--- config.mk ---
export PLATFORM = sky130hd
export DESIGN_NAME = adaptive_hedging_budget_core
export DESIGN_NICKNAME = d
export VERILOG_FILES = /design/src/rtl/ahb_pkg.sv /design/src/rtl/ahb_ctrl.sv /design/src/rtl/ahb_dp.sv /design/src/rtl/adaptive_hedging_budget_core.sv
export SDC_FILE = /design/constraint.sdc
export NUM_CORES = 2
export LEC_CHECK = 0
export ABC_AREA = 1
export BUFFER_PORTS_ARGS = -buffer_cell sky130_fd_sc_hd__buf_2
export CORE_UTILIZATION = 30
export CTS_CLUSTER_DIAMETER = 80
export CTS_CLUSTER_SIZE = 14
export DETAILED_ROUTE_END_ITERATION = 12
export PLACE_DENSITY_LB_ADDON = 0.1
export SYNTH_ARGS = -nofsm -noshare
export SYNTH_HDL_FRONTEND = slang
export SYNTH_SLANG_ARGS = --single-unit
--- constraint.sdc ---
create_clock -name clk -period 11.82 [get_ports clk]
set_input_delay 0.591 -clock clk [delete_from_list [all_inputs] [get_ports clk]]
set_output_delay 0.591 -clock clk [all_outputs]
set_load 0.03 [all_outputs]
--- src/rtl/ahb_pkg.sv ---
`timescale 1ns / 1ps
// Shared types and constants of the adaptive hedging budget block.
// Used by ahb_ctrl, ahb_dp and adaptive_hedging_budget_core; depends on nothing.
package ahb_pkg;

  // Parameter defaults
  localparam int COUNTER_BITS_DEF = 32;
  localparam int TIME_BITS_DEF    = 48;

  // Fixed field and register widths
  localparam int COUNT_W    = 16;
  localparam int DELAY_W    = 32;
  localparam int TICK_W     = 32;
  localparam int TUNE_W     = 16;
  localparam int TUNE_FRAC  = 8;
  localparam int RATIO_W    = 20;
  localparam int RATIO_FRAC = 16;
  localparam int TQ_W       = DELAY_W + TUNE_FRAC;
  localparam int OUT_DATA_W = ((DELAY_W + 1 + 7) / 8) * 8;
  localparam int CFG_IDX_W  = 3;
  localparam int CFG_DATA_W = 32;

  // Configuration register indexes
  localparam logic [CFG_IDX_W-1:0] REG_TICK_PERIOD  = 3'd0;
  localparam logic [CFG_IDX_W-1:0] REG_MIN_DELAY    = 3'd1;
  localparam logic [CFG_IDX_W-1:0] REG_MAX_DELAY    = 3'd2;
  localparam logic [CFG_IDX_W-1:0] REG_TUNE_FACTOR  = 3'd3;
  localparam logic [CFG_IDX_W-1:0] REG_BACKUP_RATIO = 3'd4;

  // Register reset values
  localparam logic [TICK_W-1:0]  TICK_PERIOD_RST  = 32'd1000000;
  localparam logic [DELAY_W-1:0] MIN_DELAY_RST    = 32'd0;
  localparam logic [DELAY_W-1:0] MAX_DELAY_RST    = 32'd100000;
  localparam logic [TUNE_W-1:0]  TUNE_FACTOR_RST  = 16'd512;
  localparam logic [RATIO_W-1:0] BACKUP_RATIO_RST = 20'd6554;

  // Item kinds
  localparam logic FUNC_PRIMARY = 1'b0;
  localparam logic FUNC_BACKUP  = 1'b1;

  // Operand selects of the serial units
  localparam logic LIM_SWITCH   = 1'b0;
  localparam logic LIM_APPROVE  = 1'b1;
  localparam logic WGT_BACKUP   = 1'b0;
  localparam logic WGT_PRIMARY  = 1'b1;

  typedef struct packed {
    logic [TICK_W-1:0]  tick_period;
    logic [DELAY_W-1:0] min_delay;
    logic [DELAY_W-1:0] max_delay;
    logic [TUNE_W-1:0]  tune_factor;
    logic [RATIO_W-1:0] backup_ratio;
  } ahb_cfg_t;

  typedef enum logic [3:0] {
    S_IDLE,
    S_CHECK,
    S_LIM_SW,
    S_TUNE,
    S_SWITCH,
    S_ROUTE,
    S_WGT_B,
    S_WGT_P,
    S_LIM_AP,
    S_UPDATE,
    S_OUT
  } ahb_state_t;

  typedef struct packed {
    logic cap;
    logic lim_go;
    logic lim_sel;
    logic tune_go;
    logic sw_commit;
    logic wgt_go;
    logic wgt_sel;
    logic upd;
    logic out_load;
  } ahb_cmd_t;

  typedef struct packed {
    logic switch_due;
    logic func;
    logic prev_valid;
    logic lim_busy;
    logic tune_busy;
    logic wgt_busy;
    logic out_free;
  } ahb_sts_t;

endpackage

--- src/rtl/ahb_ctrl.sv ---
`timescale 1ns / 1ps
// Sequencer of the adaptive hedging budget: walks one item through window
// switch, weighting, limit check and result. Depends on ahb_pkg.
module ahb_ctrl (
  input  logic              clk,
  input  logic              rst_n,
  input  logic              in_tvalid,
  output logic              in_tready,
  input  ahb_pkg::ahb_sts_t sts,
  output ahb_pkg::ahb_cmd_t cmd
);
  import ahb_pkg::*;

  ahb_state_t state_r, state_nxt;

  // State register
  always_ff @(posedge clk) begin
    if (!rst_n) begin
      state_r <= S_IDLE;
    end else begin
      state_r <= state_nxt;
    end
  end

  // Next state
  always_comb begin
    state_nxt = state_r;
    case (state_r)
      S_IDLE: begin
        if (in_tvalid) state_nxt = S_CHECK;
      end
      S_CHECK: begin
        state_nxt = sts.switch_due ? S_LIM_SW : S_ROUTE;
      end
      S_LIM_SW: begin
        if (!sts.lim_busy) state_nxt = S_TUNE;
      end
      S_TUNE: begin
        if (!sts.tune_busy) state_nxt = S_SWITCH;
      end
      S_SWITCH: begin
        state_nxt = S_ROUTE;
      end
      S_ROUTE: begin
        if (sts.func == FUNC_PRIMARY) begin
          state_nxt = S_UPDATE;
        end else if (sts.prev_valid) begin
          state_nxt = S_WGT_B;
        end else begin
          state_nxt = S_LIM_AP;
        end
      end
      S_WGT_B: begin
        if (!sts.wgt_busy) state_nxt = S_WGT_P;
      end
      S_WGT_P: begin
        if (!sts.wgt_busy) state_nxt = S_LIM_AP;
      end
      S_LIM_AP: begin
        if (!sts.lim_busy) state_nxt = S_UPDATE;
      end
      S_UPDATE: begin
        state_nxt = S_OUT;
      end
      S_OUT: begin
        if (sts.out_free) state_nxt = S_IDLE;
      end
      default: begin
        state_nxt = S_IDLE;
      end
    endcase
  end

  // Commands to the datapath
  always_comb begin
    cmd       = '0;
    in_tready = 1'b0;
    case (state_r)
      S_IDLE: begin
        in_tready = 1'b1;
        cmd.cap   = in_tvalid;
      end
      S_CHECK: begin
        cmd.lim_go  = sts.switch_due;
        cmd.lim_sel = LIM_SWITCH;
      end
      S_LIM_SW: begin
        cmd.tune_go = !sts.lim_busy;
      end
      S_TUNE: begin
      end
      S_SWITCH: begin
        cmd.sw_commit = 1'b1;
      end
      S_ROUTE: begin
        if (sts.func == FUNC_BACKUP) begin
          cmd.wgt_go  = sts.prev_valid;
          cmd.wgt_sel = WGT_BACKUP;
          cmd.lim_go  = !sts.prev_valid;
          cmd.lim_sel = LIM_APPROVE;
        end
      end
      S_WGT_B: begin
        cmd.wgt_go  = !sts.wgt_busy;
        cmd.wgt_sel = WGT_PRIMARY;
      end
      S_WGT_P: begin
        cmd.lim_go  = !sts.wgt_busy;
        cmd.lim_sel = LIM_APPROVE;
      end
      S_LIM_AP: begin
      end
      S_UPDATE: begin
        cmd.upd = 1'b1;
      end
      S_OUT: begin
        cmd.out_load = sts.out_free;
      end
      default: begin
      end
    endcase
  end

endmodule

--- src/rtl/ahb_dp.sv ---
`timescale 1ns / 1ps
// Datapath of the adaptive hedging budget: window state, serial ratio
// multiplier, delay divider, window weighting unit and result register.
// Depends on ahb_pkg.
module ahb_dp #(
  parameter int COUNTER_BITS = ahb_pkg::COUNTER_BITS_DEF,
  parameter int TIME_BITS    = ahb_pkg::TIME_BITS_DEF
) (
  input  logic                        clk,
  input  logic                        rst_n,
  input  ahb_pkg::ahb_cfg_t           cfg,
  input  ahb_pkg::ahb_cmd_t           cmd,
  output ahb_pkg::ahb_sts_t           sts,
  input  logic                        in_func,
  input  logic [ahb_pkg::COUNT_W-1:0] in_count,
  input  logic [TIME_BITS-1:0]        in_now,
  output logic                        out_tvalid,
  input  logic                        out_tready,
  output logic [ahb_pkg::DELAY_W-1:0] out_delay,
  output logic                        out_approved
);
  import ahb_pkg::*;

  localparam int LIM_W     = COUNTER_BITS + RATIO_W;
  localparam int LCNT_W    = $clog2(RATIO_W + 1);
  localparam int WCNT_W    = $clog2(COUNTER_BITS);
  localparam int TCNT_W    = $clog2(TQ_W);
  localparam int TPROD_W   = DELAY_W + TUNE_W;

  function automatic logic [COUNTER_BITS-1:0] sat_add(
    input logic [COUNTER_BITS-1:0] a,
    input logic [COUNTER_BITS-1:0] b
  );
    logic [COUNTER_BITS:0] s;
    s = {1'b0, a} + {1'b0, b};
    sat_add = s[COUNTER_BITS] ? {COUNTER_BITS{1'b1}} : s[COUNTER_BITS-1:0];
  endfunction

  // Captured item
  logic                    func_r;
  logic [COUNT_W-1:0]      count_r;
  logic [TIME_BITS-1:0]    now_r;
  logic [COUNTER_BITS-1:0] cnt_ext;

  // Window state
  logic [TIME_BITS-1:0]    win_start_r, elapsed_r;
  logic [DELAY_W-1:0]      cur_delay_r;
  logic [COUNTER_BITS-1:0] pri_r, att_r, bak_r, ppri_r, pbak_r;
  logic                    prev_valid_r;
  logic [COUNTER_BITS-1:0] wb_r, wp_r;
  logic                    appr_r;

  // Ratio multiply-compare unit
  logic                    lim_busy_r, lim_hit_r;
  logic [LCNT_W-1:0]       lcnt_r;
  logic [COUNTER_BITS-1:0] lp_r, lb_r;
  logic [RATIO_W-1:0]      lr_r;
  logic [LIM_W-1:0]        lacc_r;
  logic [COUNTER_BITS-1:0] lp_sel, lb_sel;

  // Delay tuning unit
  logic                    tune_busy_r;
  logic [TCNT_W-1:0]       tcnt_r;
  logic [TQ_W-1:0]         tq_r;
  logic [TUNE_W-1:0]       trem_r;
  logic [TPROD_W-1:0]      tprod;
  logic [TUNE_W:0]         trsh;
  logic [DELAY_W-1:0]      dmax, dclamp;

  // Weighting unit
  logic                    wgt_busy_r, wsel_r;
  logic [WCNT_W-1:0]       wcnt_r;
  logic [COUNTER_BITS-1:0] wa_r, wq_r, wq_shift, wq_step, wprev;
  logic [TICK_W-1:0]       wr_r, w_r, wr_step;
  logic [TICK_W+1:0]       wx, wt1, wt2;

  // Result register
  logic                    out_tvalid_r;
  logic [DELAY_W-1:0]      out_delay_r;
  logic                    out_appr_r;

  assign cnt_ext = COUNTER_BITS'(count_r);

  // Status to the sequencer
  always_comb begin
    sts.switch_due = elapsed_r > TIME_BITS'(cfg.tick_period);
    sts.func       = func_r;
    sts.prev_valid = prev_valid_r;
    sts.lim_busy   = lim_busy_r;
    sts.tune_busy  = tune_busy_r;
    sts.wgt_busy   = wgt_busy_r;
    sts.out_free   = !out_tvalid_r || out_tready;
  end

  // Capture the item
  always_ff @(posedge clk) begin
    if (cmd.cap) begin
      func_r  <= in_func;
      count_r <= in_count;
      now_r   <= in_now;
    end
  end

  // Clamp the tuned delay; min_delay wins over max_delay
  always_comb begin
    dmax   = (tq_r > TQ_W'(cfg.max_delay)) ? cfg.max_delay : tq_r[DELAY_W-1:0];
    dclamp = (dmax < cfg.min_delay) ? cfg.min_delay : dmax;
  end

  // Window state: switch, counter update, weighted sums
  always_ff @(posedge clk) begin
    if (!rst_n) begin
      win_start_r  <= '0;
      elapsed_r    <= '0;
      cur_delay_r  <= MAX_DELAY_RST;
      pri_r        <= '0;
      att_r        <= '0;
      bak_r        <= '0;
      ppri_r       <= '0;
      pbak_r       <= '0;
      prev_valid_r <= 1'b0;
      wb_r         <= '0;
      wp_r         <= '0;
      appr_r       <= 1'b0;
    end else begin
      if (cmd.cap) begin
        elapsed_r <= in_now - win_start_r;
        wb_r      <= '0;
        wp_r      <= '0;
        appr_r    <= 1'b0;
      end
      // close the window
      if (cmd.sw_commit) begin
        cur_delay_r  <= dclamp;
        ppri_r       <= pri_r;
        pbak_r       <= bak_r;
        prev_valid_r <= 1'b1;
        pri_r        <= '0;
        att_r        <= '0;
        bak_r        <= '0;
        win_start_r  <= now_r;
        elapsed_r    <= '0;
      end
      // count the item
      if (cmd.upd) begin
        if (func_r == FUNC_PRIMARY) begin
          pri_r <= sat_add(pri_r, cnt_ext);
        end else begin
          att_r  <= sat_add(att_r, cnt_ext);
          appr_r <= !lim_hit_r;
          if (!lim_hit_r) bak_r <= sat_add(bak_r, cnt_ext);
        end
      end
      // store weighted previous counts
      if (cmd.wgt_go && cfg.tick_period == '0) begin
        if (cmd.wgt_sel == WGT_BACKUP) wb_r <= wprev;
        else wp_r <= wprev;
      end else if (wgt_busy_r && wcnt_r == '0) begin
        if (wsel_r == WGT_BACKUP) wb_r <= wq_step;
        else wp_r <= wq_step;
      end
    end
  end

  // Operands of the ratio unit
  always_comb begin
    if (cmd.lim_sel == LIM_SWITCH) begin
      lp_sel = pri_r;
      lb_sel = att_r;
    end else begin
      lp_sel = sat_add(pri_r, wp_r);
      lb_sel = sat_add(bak_r, wb_r);
    end
  end

  // Ratio unit: primaries*ratio one ratio bit a cycle, then compare
  always_ff @(posedge clk) begin
    if (!rst_n) begin
      lim_busy_r <= 1'b0;
      lim_hit_r  <= 1'b0;
      lcnt_r     <= '0;
    end else if (cmd.lim_go) begin
      lim_busy_r <= 1'b1;
      lcnt_r     <= LCNT_W'(RATIO_W);
      lp_r       <= lp_sel;
      lb_r       <= lb_sel;
      lr_r       <= cfg.backup_ratio;
      lacc_r     <= '0;
    end else if (lim_busy_r) begin
      if (lcnt_r != '0) begin
        lacc_r <= {lacc_r[LIM_W-2:0], 1'b0} +
                  (lr_r[RATIO_W-1] ? LIM_W'(lp_r) : {LIM_W{1'b0}});
        lr_r   <= {lr_r[RATIO_W-2:0], 1'b0};
        lcnt_r <= lcnt_r - 1'b1;
      end else begin
        lim_hit_r  <= LIM_W'({lb_r, {RATIO_FRAC{1'b0}}}) >= lacc_r;
        lim_busy_r <= 1'b0;
      end
    end
  end

  // Tuning: product computed combinationally, or restoring division one bit a cycle
  assign tprod = TPROD_W'(cur_delay_r) * TPROD_W'(cfg.tune_factor);
  assign trsh  = {trem_r, tq_r[TQ_W-1]};

  always_ff @(posedge clk) begin
    if (!rst_n) begin
      tune_busy_r <= 1'b0;
      tcnt_r      <= '0;
    end else if (cmd.tune_go) begin
      trem_r <= '0;
      tcnt_r <= TCNT_W'(TQ_W - 1);
      if (lim_hit_r) begin
        tq_r <= tprod[TPROD_W-1:TUNE_FRAC];
      end else if (cfg.tune_factor == '0) begin
        tq_r <= '1;
      end else begin
        tq_r        <= {cur_delay_r, {TUNE_FRAC{1'b0}}};
        tune_busy_r <= 1'b1;
      end
    end else if (tune_busy_r) begin
      if (trsh >= {1'b0, cfg.tune_factor}) begin
        trem_r <= TUNE_W'(trsh - {1'b0, cfg.tune_factor});
        tq_r   <= {tq_r[TQ_W-2:0], 1'b1};
      end else begin
        trem_r <= trsh[TUNE_W-1:0];
        tq_r   <= {tq_r[TQ_W-2:0], 1'b0};
      end
      tcnt_r <= tcnt_r - 1'b1;
      if (tcnt_r == '0) tune_busy_r <= 1'b0;
    end
  end

  // Weighting step: fold one bit of prev into quotient and remainder mod tick
  assign wprev = (cmd.wgt_sel == WGT_BACKUP) ? pbak_r : ppri_r;

  always_comb begin
    wx       = {1'b0, wr_r, 1'b0} + (wa_r[COUNTER_BITS-1] ? {2'b00, w_r} : '0);
    wt1      = {2'b00, cfg.tick_period};
    wt2      = {1'b0, cfg.tick_period, 1'b0};
    wq_shift = {wq_r[COUNTER_BITS-2:0], 1'b0};
    if (wx >= wt2) begin
      wr_step = TICK_W'(wx - wt2);
      wq_step = wq_shift + COUNTER_BITS'(2);
    end else if (wx >= wt1) begin
      wr_step = TICK_W'(wx - wt1);
      wq_step = wq_shift + COUNTER_BITS'(1);
    end else begin
      wr_step = wx[TICK_W-1:0];
      wq_step = wq_shift;
    end
  end

  always_ff @(posedge clk) begin
    if (!rst_n) begin
      wgt_busy_r <= 1'b0;
      wcnt_r     <= '0;
    end else if (cmd.wgt_go) begin
      wsel_r     <= cmd.wgt_sel;
      wa_r       <= wprev;
      w_r        <= cfg.tick_period - elapsed_r[TICK_W-1:0];
      wr_r       <= '0;
      wq_r       <= '0;
      wcnt_r     <= WCNT_W'(COUNTER_BITS - 1);
      wgt_busy_r <= cfg.tick_period != '0;
    end else if (wgt_busy_r) begin
      wa_r   <= {wa_r[COUNTER_BITS-2:0], 1'b0};
      wr_r   <= wr_step;
      wq_r   <= wq_step;
      wcnt_r <= wcnt_r - 1'b1;
      if (wcnt_r == '0) wgt_busy_r <= 1'b0;
    end
  end

  // Result register: hold until taken
  always_ff @(posedge clk) begin
    if (!rst_n) begin
      out_tvalid_r <= 1'b0;
    end else if (cmd.out_load) begin
      out_tvalid_r <= 1'b1;
    end else if (out_tready) begin
      out_tvalid_r <= 1'b0;
    end
  end

  always_ff @(posedge clk) begin
    if (cmd.out_load) begin
      out_delay_r <= cur_delay_r;
      out_appr_r  <= appr_r;
    end
  end

  assign out_tvalid   = out_tvalid_r;
  assign out_delay    = out_delay_r;
  assign out_approved = out_appr_r;

  // Checks
  ap_out_no_overrun: assert property (@(posedge clk) disable iff (!rst_n)
    cmd.out_load |-> (!out_tvalid_r || out_tready))
    else $error("result register overwritten before it was taken");

  ap_units_exclusive: assert property (@(posedge clk) disable iff (!rst_n)
    lim_busy_r |-> !(wgt_busy_r || tune_busy_r))
    else $error("serial units running at the same time");

  ap_switch_clears: assert property (@(posedge clk) disable iff (!rst_n)
    cmd.sw_commit |=> (elapsed_r == '0 && prev_valid_r && pri_r == '0 && att_r == '0))
    else $error("window switch left stale counters");

  ap_delay_clamped: assert property (@(posedge clk) disable iff (!rst_n)
    cmd.sw_commit |=> (cur_delay_r >= $past(cfg.min_delay) &&
      (cur_delay_r <= $past(cfg.max_delay) || cur_delay_r == $past(cfg.min_delay))))
    else $error("tuned delay outside its clamp");

endmodule

--- src/rtl/adaptive_hedging_budget_core.sv ---
`timescale 1ns / 1ps
// Adaptive hedging budget, top level: stream ports, configuration registers,
// sequencer and datapath. Depends on ahb_pkg, ahb_ctrl and ahb_dp.
//
// One item is worked on at a time and yields exactly one result. A primary
// item that closes no window is checked, counted and loaded into the output
// register. Closing a window adds the ratio multiply-compare (one ratio bit
// a cycle, then the compare), the delay tuning (a product when the ratio was
// hit, else a restoring division of the delay by tune_factor, all ones when
// tune_factor is zero) and the commit of the new window. A backup item adds
// the ratio unit once more and, once a previous window exists, two passes of
// the weighting unit (the previous counts are stored directly when
// tick_period is zero). The next item is accepted as soon as the previous
// result has reached the output register; a result that is not taken stalls
// the next item before its result is loaded, until it is taken.
module adaptive_hedging_budget_core #(
  parameter int COUNTER_BITS = ahb_pkg::COUNTER_BITS_DEF,
  parameter int TIME_BITS    = ahb_pkg::TIME_BITS_DEF
) (
  input  logic                                                     clk,
  input  logic                                                     rst_n,
  // in_tdata: count [15:0], now [TIME_BITS+15:16], zero padding above
  input  logic [((TIME_BITS + ahb_pkg::COUNT_W + 7) / 8) * 8 - 1:0] in_tdata,
  // in_tuser: func
  input  logic                                                     in_tuser,
  input  logic                                                     in_tvalid,
  output logic                                                     in_tready,
  // out_tdata: delay [31:0], approved [32], zero padding above
  output logic [ahb_pkg::OUT_DATA_W-1:0]                           out_tdata,
  output logic                                                     out_tvalid,
  input  logic                                                     out_tready,
  input  logic                                                     cfg_valid,
  output logic                                                     cfg_ready,
  input  logic [ahb_pkg::CFG_IDX_W-1:0]                            cfg_index,
  input  logic [ahb_pkg::CFG_DATA_W-1:0]                           cfg_data
);
  import ahb_pkg::*;

  ahb_cfg_t           cfg_r;
  ahb_cmd_t           cmd;
  ahb_sts_t           sts;
  logic [DELAY_W-1:0] out_delay;
  logic               out_approved;

  // Configuration registers, always ready
  assign cfg_ready = 1'b1;

  always_ff @(posedge clk) begin
    if (!rst_n) begin
      cfg_r.tick_period  <= TICK_PERIOD_RST;
      cfg_r.min_delay    <= MIN_DELAY_RST;
      cfg_r.max_delay    <= MAX_DELAY_RST;
      cfg_r.tune_factor  <= TUNE_FACTOR_RST;
      cfg_r.backup_ratio <= BACKUP_RATIO_RST;
    end else if (cfg_valid && cfg_ready) begin
      case (cfg_index)
        REG_TICK_PERIOD:  cfg_r.tick_period  <= cfg_data[TICK_W-1:0];
        REG_MIN_DELAY:    cfg_r.min_delay    <= cfg_data[DELAY_W-1:0];
        REG_MAX_DELAY:    cfg_r.max_delay    <= cfg_data[DELAY_W-1:0];
        REG_TUNE_FACTOR:  cfg_r.tune_factor  <= cfg_data[TUNE_W-1:0];
        REG_BACKUP_RATIO: cfg_r.backup_ratio <= cfg_data[RATIO_W-1:0];
        default: begin
        end
      endcase
    end
  end

  ahb_ctrl u_ctrl (
    .clk       (clk),
    .rst_n     (rst_n),
    .in_tvalid (in_tvalid),
    .in_tready (in_tready),
    .sts       (sts),
    .cmd       (cmd)
  );

  ahb_dp #(
    .COUNTER_BITS (COUNTER_BITS),
    .TIME_BITS    (TIME_BITS)
  ) u_dp (
    .clk          (clk),
    .rst_n        (rst_n),
    .cfg          (cfg_r),
    .cmd          (cmd),
    .sts          (sts),
    .in_func      (in_tuser),
    .in_count     (in_tdata[COUNT_W-1:0]),
    .in_now       (in_tdata[COUNT_W +: TIME_BITS]),
    .out_tvalid   (out_tvalid),
    .out_tready   (out_tready),
    .out_delay    (out_delay),
    .out_approved (out_approved)
  );

  // Pack the result item
  assign out_tdata = {{(OUT_DATA_W - DELAY_W - 1){1'b0}}, out_approved, out_delay};

endmodule

==> impl_summary.md <==
Status
The flow ran to the end, and the final reports show no timing, DRC or antenna violations.

STA
The number of setup violations in the final report is 0. On the final layout, the worst hold slack is 82.8 ps. In this run the tightest slew margin relative to its limit is a little over an eighth. Subtracting the final worst setup slack from the clock period gives 7360 ps.

The maximum clock frequency is 136 MHz. The final number of max-transition violations is 0. For the final database, setup skew stands at 41.8 ps. The final hold violation count was 0. Setup repair after global routing left no endpoint under its margin. The final sum of negative setup slack is 0 ps. The worst path uses between 60 and 70% of the clock period. The slew at the pin closest to its max-slew limit is 1300 ps.

Clocking
The TritonCTS buffer count is 97. TritonCTS built the clock tree. In this run, post-CTS hold repair placed 59 buffers. The clock sink total is 929. For the worst-skew pair, the clock arrives at the later sink with an insertion delay of 760 ps. The post-CTS clock slew at the launch and capture registers of the worst setup and hold paths is 80 ps. The post-CTS resize count is 0.

The number of H-tree branching levels is 3. In this run the deepest clock path goes through 3 buffers. The buffer cell driving the clock tree root is sky130_fd_sc_hd__clkbuf_16. The number of setup buffers added after CTS is 0.

Global routing
met2 is the most crowded layer. The number of global-route vias before repair is about 67000. The number of antenna violations at the first check in global routing is 8. Global routing used 21.3% of the available tracks across all layers. The met3 track utilization from global routing is under 10%.

The total congestion overflow after global routing is 0. The global-route wire length before repair is 421000 um. For this run, global-route usage on met2 was measured as 36.3%.

The largest net degree at the start of global routing is 144. The global routing usage on met1 is 28.7%.

Synthesis
The synthesized area per cell is ~7.5 um2. The number of enable flip-flop cells after synthesis is 418. After synthesis the cells add up to ~0.076 mm2.

The area share of the largest cell type after synthesis is 16.4%. Counting instances in the post-synthesis netlist gives the leading cell types as sky130_fd_sc_hd__nand2_1, sky130_fd_sc_hd__inv_1, sky130_fd_sc_hd__a21oi_1. Sorting the synthesized cells by area gives the leading types as sky130_fd_sc_hd__edfxtp_1, sky130_fd_sc_hd__dfxtp_1, sky130_fd_sc_hd__fa_1. Among all flip-flop cells after synthesis, the most frequent one is sky130_fd_sc_hd__dfxtp_1.

The share of async-settable or async-resettable flops after synthesis is 0%. The Yosys step of the flow raised 0 warnings. Counting every instance in the synthesized netlist gives 10100.

The distinct cell type count of the synthesized netlist is 76. The most common cell in the synthesized netlist is sky130_fd_sc_hd__nand2_1. The share of the Yosys chip area taken by registers is around 30%. The post-synthesis sequential element count is between 900 and 1000. The dominant cell type by area after synthesis is sky130_fd_sc_hd__edfxtp_1.

Final layout
The number of fillers in the final layout is 27100. Cells with a size suffix above 1 make up between 4 and 5% of the layout. At the end of the flow, the number of nets in the layout was 11200. The layout overhead on the synthesized area is 10.2%.

Placed design
Routability-driven placement finished with a final weighted congestion of about 0.90. The count of port buffers added during placement is 139. Once detailed placement completed, the half-perimeter wirelength came to 210000 um.

Floorplan
Measured along the y axis, the die boundary spans 506 um. The floorplan row count is 184. The die covers 0.257 mm2. The placeable core area is 0.252 mm2.

Once the floorplan was initialized, standard cells occupied between 30% and 40% of the core. The number of I/O pins is 148. The horizontal die dimension is around 510 um.

Setup path
The data required time at the worst endpoint is 12400 ps. The kind of critical path is flip-flop to flip-flop. The peak fanout along the critical path is 41. For the worst setup path, the data arrival time is 7940 ps. The endpoint type of the worst setup path is a flip-flop. The startpoint class of the critical path is a flip-flop.

Route
The routed wire length per instance is 20.4 um. The detailed router's first-iteration violation count is 4392. The first detailed-routing pass took 6 iterations. The final route contains about 67000 vias.

The detail-routed via count per cell is slightly below 5. Summed over all layers, the routed wires come to 277000 um. The remaining number of nets flagged by the antenna check after routing is 0.

The DRC violations left is 0.

Hold path
The min-delay analysis places its worst path in the category input pin to flip-flop.

Power
Power spread over the standard cell area amounts to between 100 and 150 mW/mm2. The reported leakage power is a little under 40 nW. The worst supply voltage drop on vdd is 0.000110 V.

Flow run
The tool flagged a number of max-cap violations equal to 0.
## report_power, final
group	switching, W	total [W]	internal [W]
sequential	0.000208	0.00405	0.00384
clock	0.00155	0.00326	0.00170
combinational	0.00214	0.00314	0.000994
total	0.00390	0.0104	0.00654
## layout by cell type, fill, tap and decap left out, types with 35 or more instances in the layout
cell                               n
sky130_fd_sc_hd__a21oi_1         918
sky130_fd_sc_hd__a31oi_1         166
sky130_fd_sc_hd__buf_2           138
sky130_fd_sc_hd__buf_4            88
sky130_fd_sc_hd__clkbuf_1         36
sky130_fd_sc_hd__clkbuf_16       103
sky130_fd_sc_hd__dfxtp_1         511
sky130_fd_sc_hd__dlygate4sd3_1    59
sky130_fd_sc_hd__edfxtp_1        418
sky130_fd_sc_hd__fa_1            429
sky130_fd_sc_hd__ha_1            583
sky130_fd_sc_hd__inv_1          1800
sky130_fd_sc_hd__nand2_1        2182
sky130_fd_sc_hd__nand3_1         341
sky130_fd_sc_hd__nand4_1          84
sky130_fd_sc_hd__nor2_1          557
sky130_fd_sc_hd__nor3_1           83
sky130_fd_sc_hd__nor4_1           48
sky130_fd_sc_hd__o211ai_1         35
sky130_fd_sc_hd__o21a_1           46
sky130_fd_sc_hd__o21ai_0         767
sky130_fd_sc_hd__o21ai_1          35
sky130_fd_sc_hd__xnor2_1         136
sky130_fd_sc_hd__xor2_1          208
## stage by stage
stage                     total power, W  instances  worst slack (ps)  cell area (um2)  utilization [%]
after floorplan                  0.00625      10100              5090            76400                -
after global placement           0.00723      13300              4570            80300             31.9
after detailed placement         0.00726      13300              4620            80300             31.9
after CTS                         0.0106      13500              4560            84100             33.4
after global routing              0.0111      13500              4030            84100             33.4
final                             0.0104      13500              4460            84100             33.4
## registers in the layout, indices dropped and copies added, names as in the netlist, 16 cells and up
register          flops
u_dp.lb_r            32
cfg_r               132
u_dp.lacc_r          52
u_dp.tq_r            40
u_dp.wr_r            32
u_dp.wa_r            32
u_dp.wp_r            32
u_dp.pbak_r          32
u_dp.count_r         16
u_dp.lr_r            20
u_dp.pri_r           32
u_dp.elapsed_r       48
u_dp.trem_r          16
u_dp.bak_r           32
u_dp.out_delay       32
u_dp.att_r           32
u_dp.ppri_r          32
u_dp.win_start_r     48
u_dp.w_r             32
u_dp.cur_delay_r     32
u_dp.now_r           48
u_dp.lp_r            32
u_dp.wb_r            32
u_dp.wq_r            31
## cell families (layout without fill, tap and decap cells)
logic type | after synthesis | count (layout) | synth area share, %
xor+xnor | 345 | 345 | 3.97
fa+ha+maj | 1012 | 1012 | 20.8
other cells | 2 | 10 | 0.00984
buf+inv | 2238 | 2290 | 11.2
compound gates | 2210 | 2210 | 16.0
flops | 929 | 929 | 29.8
simple gates | 3388 | 3388 | 18.1
## layer usage
metal	wire length [um]	vias up
li1	-	32700
met2	131000	1366
met3	10900	274
met1	127000	32500
met4	7290	0
met5	0	-
## worst max-delay path, stage by stage, from the launching register on
cell and delay, ps:
sky130_fd_sc_hd__edfxtp_1 360, sky130_fd_sc_hd__buf_4 260, sky130_fd_sc_hd__nand2_1 100, sky130_fd_sc_hd__inv_1 40, sky130_fd_sc_hd__ha_1 360, sky130_fd_sc_hd__nand2_1 190
sky130_fd_sc_hd__nor4_1 540, sky130_fd_sc_hd__nand4_1 170, sky130_fd_sc_hd__nand3_1 240, sky130_fd_sc_hd__nand2_1 80, sky130_fd_sc_hd__o211ai_1 200, sky130_fd_sc_hd__a21oi_1 200
sky130_fd_sc_hd__o31ai_1 270, sky130_fd_sc_hd__xor2_1 330, sky130_fd_sc_hd__inv_1 120, sky130_fd_sc_hd__ha_1 310, sky130_fd_sc_hd__inv_1 110, sky130_fd_sc_hd__nor3_1 70
sky130_fd_sc_hd__nand3_1 90, sky130_fd_sc_hd__nor4_1 60, sky130_fd_sc_hd__a41o_1 220, sky130_fd_sc_hd__nor2_2 840, sky130_fd_sc_hd__nand3_2 1000, sky130_fd_sc_hd__nand2_1 450
sky130_fd_sc_hd__inv_2 230, sky130_fd_sc_hd__nand2_1 110, sky130_fd_sc_hd__nand2_1 50, sky130_fd_sc_hd__a21oi_1 140
## worst paths after layout
kind	startpoint	to	slack, ps	depth (start not counted)
setup reg to reg	u_dp.wa_r[31]$_DFFE_PP_	u_dp.wr_r[0]$_SDFFCE_PP0P_	4460	27
hold / removal	in_tdata[31]	u_dp.now_r[15]$_DFFE_PP_	80	1
setup / recovery	u_dp.wa_r[31]$_DFFE_PP_	u_dp.wr_r[0]$_SDFFCE_PP0P_	4460	27
hold reg to reg	u_dp.now_r[16]$_DFFE_PP_	u_dp.win_start_r[16]$_SDFFE_PN0P_	440	2
## area by class of cell
type / count / area (um2) / share of cell area (%)
timing repair buffer: 287 / 1970 / 2.34
multi-input combinational: 6963 / 45200 / 53.7
tap: 3348 / 4190 / 4.98
antenna: 2 / 5.00 / 0.00595
inverter: 1819 / 6840 / 8.12
sequential: 929 / 22800 / 27.1
clock buffer: 142 / 2750 / 3.26
clock inverter: 42 / 464 / 0.552
No activity file was read; power rests on OpenSTA's default activity.
